--- src/hdl/wsfd_pkg.sv ---
`default_nettype none
// ----------------------------------------------------------------------------
// wsfd_pkg: shared types and constants of the frame deframer
// Queue entry layout, length codes and result kinds.
// ----------------------------------------------------------------------------
package wsfd_pkg;

	localparam int LEN_W       = 63;
	localparam int QUEUE_DEPTH = 2;

	localparam logic [6:0] LEN_CODE_16   = 7'd126;
	localparam logic [6:0] LEN_CODE_64   = 7'd127;
	localparam logic [3:0] EXT_BYTES_16  = 4'd2;
	localparam logic [3:0] EXT_BYTES_64  = 4'd8;
	localparam logic [2:0] KEY_BYTES     = 3'd4;

	localparam logic KIND_HEADER  = 1'b0;
	localparam logic KIND_PAYLOAD = 1'b1;

	// One classified beat: header fields, raw payload byte and its key byte.
	typedef struct packed {
		logic             kind;
		logic             fin;
		logic [2:0]       rsv;
		logic [3:0]       opcode;
		logic             masked;
		logic [LEN_W-1:0] length;
		logic [7:0]       data;
		logic [7:0]       key;
		logic             last;
	} wsfd_entry_t;

endpackage : wsfd_pkg
`default_nettype wire

--- src/hdl/wsfd_front.sv ---
`default_nettype none
// ----------------------------------------------------------------------------
// wsfd_front: header parser
// Walk the frame header one byte a beat and push header and payload entries.
// ----------------------------------------------------------------------------
module wsfd_front
	import wsfd_pkg::*;
(
	input  wire logic        clk,
	input  wire logic        arst_n,
	input  wire logic        rx_valid,
	output logic             rx_ready,
	input  wire logic [7:0]  rx_byte,
	input  wire logic        q_full,
	output logic             push,
	output wsfd_entry_t      push_entry
);

	typedef enum logic [2:0] {
		PH_FIRST,
		PH_SECOND,
		PH_EXTLEN,
		PH_KEY,
		PH_PAYLOAD
	} phase_t;

	phase_t           phase_q, phase_d;
	logic [3:0]       ext_left_q, ext_left_d;
	logic [LEN_W-1:0] length_q, length_d;
	logic [31:0]      key_q, key_d;
	logic [2:0]       key_left_q, key_left_d;
	logic [LEN_W-1:0] pay_left_q, pay_left_d;
	logic [1:0]       key_idx_q, key_idx_d;
	logic [7:0]       hdr_q, hdr_d;
	logic             masked_q, masked_d;

	logic             fire;
	logic             len_done;
	logic             hdr_emit;
	logic             pay_last;
	logic [7:0]       key_byte;
	logic [6:0]       len7;

	assign rx_ready = !q_full;
	assign fire     = rx_valid && rx_ready;
	assign len7     = rx_byte[6:0];
	assign pay_last = (pay_left_q <= LEN_W'(1));

	always_comb begin
		case (key_idx_q)
			2'd0:    key_byte = key_q[31:24];
			2'd1:    key_byte = key_q[23:16];
			2'd2:    key_byte = key_q[15:8];
			default: key_byte = key_q[7:0];
		endcase
	end

	always_comb begin
		phase_d    = phase_q;
		ext_left_d = ext_left_q;
		length_d   = length_q;
		key_d      = key_q;
		key_left_d = key_left_q;
		pay_left_d = pay_left_q;
		key_idx_d  = key_idx_q;
		hdr_d      = hdr_q;
		masked_d   = masked_q;
		len_done   = 1'b0;
		hdr_emit   = 1'b0;
		push       = 1'b0;

		case (phase_q)
			PH_SECOND: begin
				masked_d = rx_byte[7];
				length_d = '0;
				if (len7 == LEN_CODE_16) begin
					ext_left_d = EXT_BYTES_16;
					phase_d    = PH_EXTLEN;
				end else if (len7 == LEN_CODE_64) begin
					ext_left_d = EXT_BYTES_64;
					phase_d    = PH_EXTLEN;
				end else begin
					length_d = LEN_W'(len7);
					len_done = 1'b1;
				end
			end
			PH_EXTLEN: begin
				// the top length bit falls off the 63-bit register
				length_d   = {length_q[LEN_W-9:0], rx_byte};
				ext_left_d = ext_left_q - 4'd1;
				len_done   = (ext_left_q == 4'd1);
			end
			PH_KEY: begin
				key_d      = {key_q[23:0], rx_byte};
				key_left_d = key_left_q - 3'd1;
				hdr_emit   = (key_left_q == 3'd1);
			end
			PH_PAYLOAD: begin
				push       = 1'b1;
				key_idx_d  = key_idx_q + 2'd1;
				pay_left_d = pay_left_q - LEN_W'(1);
				if (pay_last) begin
					pay_left_d = '0;
					phase_d    = PH_FIRST;
				end
			end
			default: begin
				hdr_d   = rx_byte;
				phase_d = PH_SECOND;
			end
		endcase

		if (len_done) begin
			if (masked_d) begin
				key_left_d = KEY_BYTES;
				key_d      = '0;
				phase_d    = PH_KEY;
			end else begin
				key_d    = '0;
				hdr_emit = 1'b1;
			end
		end

		if (hdr_emit) begin
			push = 1'b1;
			if (length_d == '0) begin
				phase_d = PH_FIRST;
			end else begin
				pay_left_d = length_d;
				key_idx_d  = 2'd0;
				phase_d    = PH_PAYLOAD;
			end
		end

		push = push && fire;
	end

	always_comb begin
		push_entry.fin    = hdr_q[7];
		push_entry.rsv    = hdr_q[6:4];
		push_entry.opcode = hdr_q[3:0];
		push_entry.masked = masked_d;
		push_entry.length = length_d;
		if (phase_q == PH_PAYLOAD) begin
			push_entry.kind = KIND_PAYLOAD;
			push_entry.data = rx_byte;
			push_entry.key  = key_byte;
			push_entry.last = pay_last;
		end else begin
			push_entry.kind = KIND_HEADER;
			push_entry.data = 8'd0;
			push_entry.key  = 8'd0;
			push_entry.last = (length_d == '0);
		end
	end

	always_ff @(posedge clk or negedge arst_n) begin
		if (!arst_n) begin
			phase_q    <= PH_FIRST;
			ext_left_q <= '0;
			length_q   <= '0;
			key_q      <= '0;
			key_left_q <= '0;
			pay_left_q <= '0;
			key_idx_q  <= '0;
			hdr_q      <= '0;
			masked_q   <= 1'b0;
		end else if (fire) begin
			phase_q    <= phase_d;
			ext_left_q <= ext_left_d;
			length_q   <= length_d;
			key_q      <= key_d;
			key_left_q <= key_left_d;
			pay_left_q <= pay_left_d;
			key_idx_q  <= key_idx_d;
			hdr_q      <= hdr_d;
			masked_q   <= masked_d;
		end
	end

endmodule : wsfd_front
`default_nettype wire

--- src/hdl/wsfd_queue.sv ---
`default_nettype none
// ----------------------------------------------------------------------------
// wsfd_queue: entry queue between parser and output stage
// Small circular buffer of classified beats.
// ----------------------------------------------------------------------------
module wsfd_queue
	import wsfd_pkg::*;
#(
	parameter int DEPTH = QUEUE_DEPTH
) (
	input  wire logic         clk,
	input  wire logic         arst_n,
	input  wire logic         push,
	input  wire wsfd_entry_t  push_entry,
	output logic              full,
	input  wire logic         pop,
	output logic              head_valid,
	output wsfd_entry_t       head_entry
);

	localparam int PTR_W = (DEPTH > 1) ? $clog2(DEPTH) : 1;
	localparam int CNT_W = $clog2(DEPTH + 1);

	wsfd_entry_t      store_q [DEPTH];
	logic [PTR_W-1:0] wr_ptr_q;
	logic [PTR_W-1:0] rd_ptr_q;
	logic [CNT_W-1:0] count_q;
	logic             do_pop;

	assign full       = (count_q == CNT_W'(DEPTH));
	assign head_valid = (count_q != '0);
	assign head_entry = store_q[rd_ptr_q];
	assign do_pop     = pop && head_valid;

	function automatic logic [PTR_W-1:0] wrap_inc(input logic [PTR_W-1:0] p);
		if (p == PTR_W'(DEPTH - 1)) begin
			return '0;
		end
		return p + PTR_W'(1);
	endfunction

	always_ff @(posedge clk) begin
		if (push) begin
			store_q[wr_ptr_q] <= push_entry;
		end
	end

	always_ff @(posedge clk or negedge arst_n) begin
		if (!arst_n) begin
			wr_ptr_q <= '0;
			rd_ptr_q <= '0;
			count_q  <= '0;
		end else begin
			if (push) begin
				wr_ptr_q <= wrap_inc(wr_ptr_q);
			end
			if (do_pop) begin
				rd_ptr_q <= wrap_inc(rd_ptr_q);
			end
			if (push && !do_pop) begin
				count_q <= count_q + CNT_W'(1);
			end else if (do_pop && !push) begin
				count_q <= count_q - CNT_W'(1);
			end
		end
	end

endmodule : wsfd_queue
`default_nettype wire

--- src/hdl/wsfd_back.sv ---
`default_nettype none
// ----------------------------------------------------------------------------
// wsfd_back: unmask and result register
// Pop queue entries, XOR payload bytes with their key byte, hold the result.
// ----------------------------------------------------------------------------
module wsfd_back
	import wsfd_pkg::*;
(
	input  wire logic         clk,
	input  wire logic         arst_n,
	input  wire logic         head_valid,
	input  wire wsfd_entry_t  head_entry,
	output logic              pop,
	output logic              res_valid,
	input  wire logic         res_ready,
	output wsfd_entry_t       res_entry
);

	logic        valid_q;
	wsfd_entry_t res_q;
	wsfd_entry_t pop_entry;

	assign pop       = head_valid && (!valid_q || res_ready);
	assign res_valid = valid_q;
	assign res_entry = res_q;

	// Unmask the head entry on its way into the result register.
	always_comb begin
		pop_entry      = head_entry;
		pop_entry.data = head_entry.data ^ head_entry.key;
	end

	always_ff @(posedge clk or negedge arst_n) begin
		if (!arst_n) begin
			valid_q <= 1'b0;
		end else if (pop) begin
			valid_q <= 1'b1;
		end else if (res_ready) begin
			valid_q <= 1'b0;
		end
	end

	always_ff @(posedge clk) begin
		if (pop) begin
			res_q <= pop_entry;
		end
	end

endmodule : wsfd_back
`default_nettype wire

--- src/hdl/websocket_frame_deframer_core.sv ---
`default_nettype none
// Path: the beat that completes a result is stored in the queue, then in the result register.
// Throughput: one byte per cycle, for header and payload bytes alike, while the queue has room.
// The parser takes a byte whenever its two-entry queue has room; the output
// register drains one entry a cycle while it is empty or res_ready is high, so a
// stalled result never blocks input until the queue fills.
// Reset: arst_n clears parser state, queue pointers and result valid at once.
// ----------------------------------------------------------------------------
// websocket_frame_deframer_core: frame byte stream to header and payload beats
// Parse each frame header, emit one header beat and one unmasked beat per payload byte.
// ----------------------------------------------------------------------------
module websocket_frame_deframer_core
	import wsfd_pkg::*;
#(
	parameter int QueueDepth = QUEUE_DEPTH
) (
	input  wire logic             clk,
	input  wire logic             arst_n,
	input  wire logic             rx_valid,
	output logic                  rx_ready,
	input  wire logic [7:0]       rx_byte,
	output logic                  res_valid,
	input  wire logic             res_ready,
	output logic                  kind,
	output logic                  fin,
	output logic [2:0]            rsv,
	output logic [3:0]            opcode,
	output logic                  masked,
	output logic [LEN_W-1:0]      payload_length,
	output logic [7:0]            data_byte,
	output logic                  last
);

	// Front: parser writes classified beats into the queue.
	logic        q_full;
	logic        push;
	wsfd_entry_t push_entry;

	// Back: output stage pops the queue head.
	logic        pop;
	logic        head_valid;
	wsfd_entry_t head_entry;
	wsfd_entry_t res_entry;

	wsfd_front u_front (
		.clk        (clk),
		.arst_n     (arst_n),
		.rx_valid   (rx_valid),
		.rx_ready   (rx_ready),
		.rx_byte    (rx_byte),
		.q_full     (q_full),
		.push       (push),
		.push_entry (push_entry)
	);

	wsfd_queue #(
		.DEPTH (QueueDepth)
	) u_queue (
		.clk        (clk),
		.arst_n     (arst_n),
		.push       (push),
		.push_entry (push_entry),
		.full       (q_full),
		.pop        (pop),
		.head_valid (head_valid),
		.head_entry (head_entry)
	);

	wsfd_back u_back (
		.clk        (clk),
		.arst_n     (arst_n),
		.head_valid (head_valid),
		.head_entry (head_entry),
		.pop        (pop),
		.res_valid  (res_valid),
		.res_ready  (res_ready),
		.res_entry  (res_entry)
	);

	// Fan the held result out to its field ports; the key byte stays inside.
	assign kind           = res_entry.kind;
	assign fin            = res_entry.fin;
	assign rsv            = res_entry.rsv;
	assign opcode         = res_entry.opcode;
	assign masked         = res_entry.masked;
	assign payload_length = res_entry.length;
	assign data_byte      = res_entry.data;
	assign last           = res_entry.last;

endmodule : websocket_frame_deframer_core
`default_nettype wire

--- config.mk ---
export PLATFORM = sky130hd
export DESIGN_NAME = websocket_frame_deframer_core
export DESIGN_NICKNAME = d
export VERILOG_FILES = /design/src/hdl/wsfd_pkg.sv /design/src/hdl/wsfd_front.sv /design/src/hdl/wsfd_queue.sv /design/src/hdl/wsfd_back.sv /design/src/hdl/websocket_frame_deframer_core.sv
export SDC_FILE = /design/constraint.sdc
export NUM_CORES = 1
export LEC_CHECK = 0
export BUFFER_PORTS_ARGS = -buffer_cell sky130_fd_sc_hd__buf_2
export CAP_MARGIN = 25
export CORE_ASPECT_RATIO = 0.75
export CORE_MARGIN = 2
export CORE_UTILIZATION = 40
export DETAILED_ROUTE_END_ITERATION = 7
export PLACE_DENSITY_LB_ADDON = 0.3
export SYNTH_ARGS = -nofsm -noshare
export SYNTH_HDL_FRONTEND = slang
export SYNTH_SLANG_ARGS = --single-unit
export TNS_END_PERCENT = 1
--- constraint.sdc ---
create_clock -name clk -period 6.2 [get_ports clk]
set_input_delay 1.24 -clock clk [delete_from_list [all_inputs] [get_ports clk]]
set_output_delay 1.24 -clock clk [all_outputs]
set_load 0.05 [all_outputs]
=== Yosys cells after proc, flatten, opt, wreduce, memory -nomap -nowiden ===
Memory sizes are Yosys's and may differ from the RTL's.
Index checks and enable logic that the tools add are counted.

* RAM bits: 180
* Register bits after elaboration: 266
* Memories: 1

{| class="wikitable"
|+ Memory list
! name !! words !! bits a word !! read ports !! clocked after Yosys merged registers in !! write ports !! line !! text
|-
| u_queue.store_q || 2 || 90 || 1 || 0 || 1 || wsfd_queue.sv:24 || <nowiki>wsfd_entry_t store_q [DEPTH];</nowiki>
|}

* Equal/unequal tests: 12
* Multiplexer cells: 51
* $add $sub $neg: 8
* Bitwise operators: 2
* Order comparisons: 1
* Reduce and logical (&&, ||, !) cells: 23

{| class="wikitable"
|+ Operator list
! cell !! number
|-
| $mux 63 || 5
|-
| $pmux 63 s2 || 1
|-
| $mux 32 || 2
|-
| $le 63x1->1 const B || 1
|-
| $logic_not 63->1 || 1
|-
| $sub 63x1->63 const B || 1
|-
| $mux 3 || 10
|-
| $pmux 8 s3 || 1
|-
| $mux 1 || 20
|-
| $mux 17 || 1
|-
| $eq 7x7->1 const B || 2
|-
| $mux 2 || 5
|-
| $reduce_bool 2->1 || 5
|-
| $pmux 3 s3 || 1
|-
| $mux 4 || 2
|-
| $pmux 4 s2 || 1
|-
| $xor 8x8->8 || 1
|-
| $mux 7 || 1
|-
| $eq 3x1->1 const B || 2
|-
| $eq 3x2->1 const B || 2
|-
| $logic_and 1x1->1 || 6
|-
| $add 2x1->2 const B || 2
|-
| $eq 2x2->1 const B || 2
|-
| $eq 4x1->1 const B || 1
|-
| 16 further kinds || 21
|}

=== Depth between registers and ports, before layout ===
* Word-level depth: 11
* Depth in mapped cells: 13
* Depth with buffers taken out: 9

=== Cells and area by module ===
From an unflattened synthesis, not the netlist that was laid out.

* Cells, all modules: 1641
* Area, all modules: 20234.4 um2

{| class="wikitable"
|+ Modules (own cells, without submodules)
! module !! cells each !! area each (um2) !! times used
|-
| wsfd_front || 1243 || 10682.7 || 1
|-
| wsfd_queue || 296 || 6735.2 || 1
|-
| wsfd_back || 102 || 2816.5 || 1
|}

=== Worst setup path after synthesis ===
Ideal clock, no wire load.

* Path type: input port to flip-flop
* From: input rx_byte[6]
* To: memory u_queue.store_q[0][0] in the netlist's numbering, enable pin
* Path slack: -743 ps
* Arrival: 6393 ps
* Stages: 7
* Required time: 5650 ps
* Cells stage by stage: nand2_1 or3_1 clkbuf_1 a22oi_1 o32a_1 a21oi_1 nor2b_1

* Cells in the longest elaborated chain, start to end: 9

{| class="wikitable"
|+ Ends and longest elaborated chain
! what !! line !! text
|-
| start: declaration || websocket_frame_deframer_core.sv:21 || <nowiki>input wire logic [7:0] rx_byte,</nowiki>
|-
| $eq 7x7->1 || wsfd_front.sv:79 || <nowiki>end else if (len7 == LEN_CODE_64) begin</nowiki>
|-
| $mux 1 || wsfd_front.sv:79 ||
|-
| $mux 1 (*) || wsfd_front.sv:76 || <nowiki>if (len7 == LEN_CODE_16) begin</nowiki>
|-
| $pmux 1 s2 (*) || wsfd_front.sv:72 || <nowiki>case (phase_q)</nowiki>
|-
| $mux 1 (*) || wsfd_front.sv:113 || <nowiki>if (len_done) begin</nowiki>
|-
| $mux 1 (*) || wsfd_front.sv:124 || <nowiki>if (hdr_emit) begin</nowiki>
|-
| $logic_and 1x1->1 (*) || wsfd_front.sv:135 || <nowiki>push = push && fire;</nowiki>
|-
| net push || websocket_frame_deframer_core.sv:36 || <nowiki>logic push;</nowiki>
|-
| $mux 1 (*) || wsfd_queue.sv:43 || <nowiki>if (push) begin</nowiki>
|-
| $mux 1 (not written as such) (*) || wsfd_queue.sv:44 || <nowiki>store_q[wr_ptr_q] <= push_entry;</nowiki>
|-
| end: declaration || wsfd_queue.sv:24 ||
|}

Mark *: on every way through the listed nets, which the timed path passes. The rest lies on a longest branch.

=== Final worst setup path ===
* From: register u_front.phase_q[0]
* To: register u_front.pay_left_q[61]

* Cells in the longest elaborated chain, start to end: 5

{| class="wikitable"
|+ Ends and longest elaborated chain
! what !! line !! text
|-
| start: declaration || wsfd_front.sv:27 || <nowiki>phase_t phase_q, phase_d;</nowiki>
|-
| start signal: assignment || wsfd_front.sv:169 || <nowiki>phase_q <= phase_d;</nowiki>
|-
| $eq 3x2->1 or $eq 3x1->1 (tied branches) || wsfd_front.sv:72 ||
|-
| $pmux 63 s2 or $mux 1 (tied branches) || wsfd_front.sv:72 ||
|-
| $logic_not 63->1 or $mux 1 (tied branches) || wsfd_front.sv:126, wsfd_front.sv:114 ||
|-
| $mux 63 or $mux 1 (tied branches) || wsfd_front.sv:126, wsfd_front.sv:113 ||
|-
| $mux 63 (*) || wsfd_front.sv:124 ||
|-
| end signal: assignment || wsfd_front.sv:174 || <nowiki>pay_left_q <= pay_left_d;</nowiki>
|-
| end: declaration || wsfd_front.sv:32 || <nowiki>logic [LEN_W-1:0] pay_left_q, pay_left_d;</nowiki>
|}

Every way passes the cells marked *; elsewhere a longest branch is shown, timed or not.
A chain may end at the register's enable or synchronous reset.

==> results.md <==
* Status: complete, no violations
* Seq/Total Area, Yosys at 62.5%
* Post-synthesis cell area at 19900 um^2
* Num Clock Sinks at 446
* Gr ovfl total at 0
* Post-Route WL at 54800 um
* CTS tree: yes
* Router iterations before antenna repair at 6
* Slew @ Worst Pin at 1330 ps
* RSZ-0062 raised after global routing: no
* Total CTS buffers at 45
* IO buf count at 95
* Yosys Warn Count at 0
* Startpoint types: flop
* Placer Congestion at 0.931
* Die Wd at 262 um
* Initial detailed-routing violation count at 1796
* Crit Path Class: reg2reg
* Area grow syn2layout at 13.3%
* Fmax at 192 MHz
* Clk root buf: clkbuf_16
* Internal power at 7150 uW
* Seq cells post-synth at 446
* Vias per Instance at 6.07
* Leak at 0.00881 uW
* WP data arrival at 5670 ps
* Initial antenna violation count at 0
* DIE AREA at 51700 um^2
* Asr flop ratio synth at 41.3%
* Hold EP: u_front.masked_q
* R2R Path Start: u_front.phase_q[0]
* Max cap viols at 0
* Die Y at 197 um
* Diodes inserted at 0
* Final Hold Viols at 0
* Commonest non-fill, non-tap cells in the layout: 262 x edfxtp_1, 181 x dfrtp_1, 104 x nand2_1, 102 x a22o_1, 96 x buf_2
* Initial Util at 40.7%
* R2R Setup Slk at 990 ps
* Main flop type after synthesis: edfxtp_1
* Critical Path Fanout Max at 36
* Worst Skew at 19.4 ps
* Fill count at 4347
* Top post-synthesis cells by area: edfxtp_1 39%, dfrtp_1 23%, mux2_2 4.7%, a22o_1 4.5%, nand2_1 2.0%
* Final nets at 1671
* Largest net degree at the start of global routing at 112
* Most common cell after layout, fill and taps aside: edfxtp_1
* Sequential power share at 40.3%
* Hold Crit Class: reg2reg
* Comb pwr share at 37.1%
* Tot GR Track Use at 21.1%
* Worst R2R End: u_front.pay_left_q[61]
* Pwr dens at 536 nW/um^2
* Fin. max-slew vios at 0
* Core ar. at 49000 um^2
* # resized after CTS at 0
* Worst-path clk slew at 70 ps
* First-pass GRT wire length at 82800 um
* Relative max-transition margin at 11.1%
* Clock power frac at 22.6%
* WL/cell at 23.5 um
* Synth area leader: edfxtp_1
* Max Buffers Root-to-Sink at 3
* P_sw at 4970 uW
* Vias at 14200
* Clock Latency Late Sink at 590 ps
* Post-synth top area share at 39.4%
* Row count at 70
* Setup-failing EPs final at 0
* WHS Path Cells at 2
* H-tree Lvls at 2
* Postcts setup bufs at 0
* Drc violations at 0
* Required @ worst endpoint at 6660 ps
* Hold path start: u_front.masked_q
* Switching share of power at 41.0%
* R2R cell count at 10
* Mapped Nets at 1604
* CP endpoint kind: flop
* HPWL after DPL at 36000 um
* Mapped Avg Cell Area at 12.6 um^2
* Setup TNS at 0 ps
* I/O pin cnt at 96
* Minimum hold slack at 475 ps
* Share of layout cells above drive strength 1 at 18.2%
* Post-route ant nets at 0
* Cts hold-fix bufs at 0
* Final period utilization at 84.0%
* Final Critical Period at 5210 ps
* Cells after Synth at 1581
* Yosys cell types at 76
* Vias in the first global route at 13500
* Post-synth EDFFs at 262
* Worst IR drop on VDD at 0.000314 V
[flip-flops by register name, summed over array words and instances, names as in the netlist]
name,count
u_front.key_idx_q,2
u_front.masked_q,1
u_front.phase_q,3
u_back.res_valid,1
u_front.hdr_q,8
u_queue.store_q,180
u_front.pay_left_q,63
u_queue.rd_ptr_q,1
u_front.ext_left_q,4
u_queue.count_q,2
u_front.key_q,32
u_front.key_left_q,3
u_front.length_q,63
u_queue.wr_ptr_q,1
u_back.res_entry,82
[critical path, cell delays in order, from the launching register on]
cell and delay (ps):
dfrtp_2 720, o21bai_4 390, buf_4 360, a221oi_1 1130
nand4_1 350, nor4_1 460, o2111ai_1 280, o21ai_4 620
buf_12 290, nor3_1 60, or3_1 390
[per-layer routing]
metal,track usage (%),vias to the layer above,wire (um)
li1,-,6284,-
met1,31.4,7126,24500
met2,30.0,637,23900
met3,4.73,107,4710
met4,7.28,0,1630
met5,0,-,0
[final cells by class]
cell class / count / area, um^2 / share of cell area, %
flip-flops and latches: 446 / 12500 / 55.2
multi-input cells: 968 / 6870 / 30.4
clock buffers: 55 / 1180 / 5.24
well taps: 648 / 811 / 3.59
repair buffers: 124 / 739 / 3.27
clock inverters: 27 / 270 / 1.20
inverters: 63 / 238 / 1.05
[power by group through the flow]
| stage | clock [uW] | combinational, uW | sequential, uW |
|---|---|---|---|
| floorplan | 0 | 2460 | 5510 |
| finish | 2740 | 4490 | 4880 |
| global route | 2900 | 4810 | 4990 |
| detailed placement | 0 | 4470 | 4920 |
| global placement | 0 | 4390 | 4900 |
| CTS | 2790 | 4480 | 4870 |
[through the flow]
stage / cells / worst slack (ps) / cell area, um^2 / total power, uW / utilization, %
floorplan: 1581 / 982 / 20000 / 7970 / -
global placement: 2246 / 1240 / 21100 / 9280 / 43.1
detailed placement: 2249 / 1200 / 21100 / 9390 / 43.2
finish: 2331 / 991 / 22600 / 12100 / 46.1
global route: 2331 / 803 / 22600 / 12700 / 46.1
CTS: 2331 / 1180 / 22600 / 12100 / 46.1
[logic make-up after synthesis]
family          count (synthesis)  share of synthesized area [%]
mux                            86                           4.84
flops                         446                           62.5
compound gates                361                           14.3
fa+ha+maj                      11                          0.690
xor+xnor                       23                           1.01
simple gates                  487                           13.3
buf+inv                       167                           3.34
[cells in the mapped netlist, types with 35 or more instances]
| library cell | number |
|---|---|
| nor2_1 | 76 |
| nand3_1 | 53 |
| and3_1 | 41 |
| a21oi_1 | 35 |
| mux2_2 | 84 |
| and2_1 | 36 |
| dfrtp_1 | 184 |
| nand2_1 | 106 |
| a22o_1 | 102 |
| nor3_1 | 35 |
| edfxtp_1 | 262 |
| inv_1 | 62 |
| a221oi_1 | 44 |
| clkbuf_1 | 75 |
[worst max-delay path by stage]
stage,startpoint,end,slack (ps),cells past startpoint
final,u_front.phase_q[0],u_front.pay_left_q[61],990,10
after global routing,u_front.phase_q[0],u_front.pay_left_q[61],800,10
after CTS,u_front.phase_q[0],u_front.pay_left_q[61],1180,10
after detailed placement,u_front.phase_q[0],u_front.pay_left_q[61],1200,10
after global placement,u_front.phase_q[0],u_front.pay_left_q[61],1240,10
after floorplan,rx_byte[6],u_queue.store_q[0][0],980,7
No activity file was read; power rests on OpenSTA's default activity.
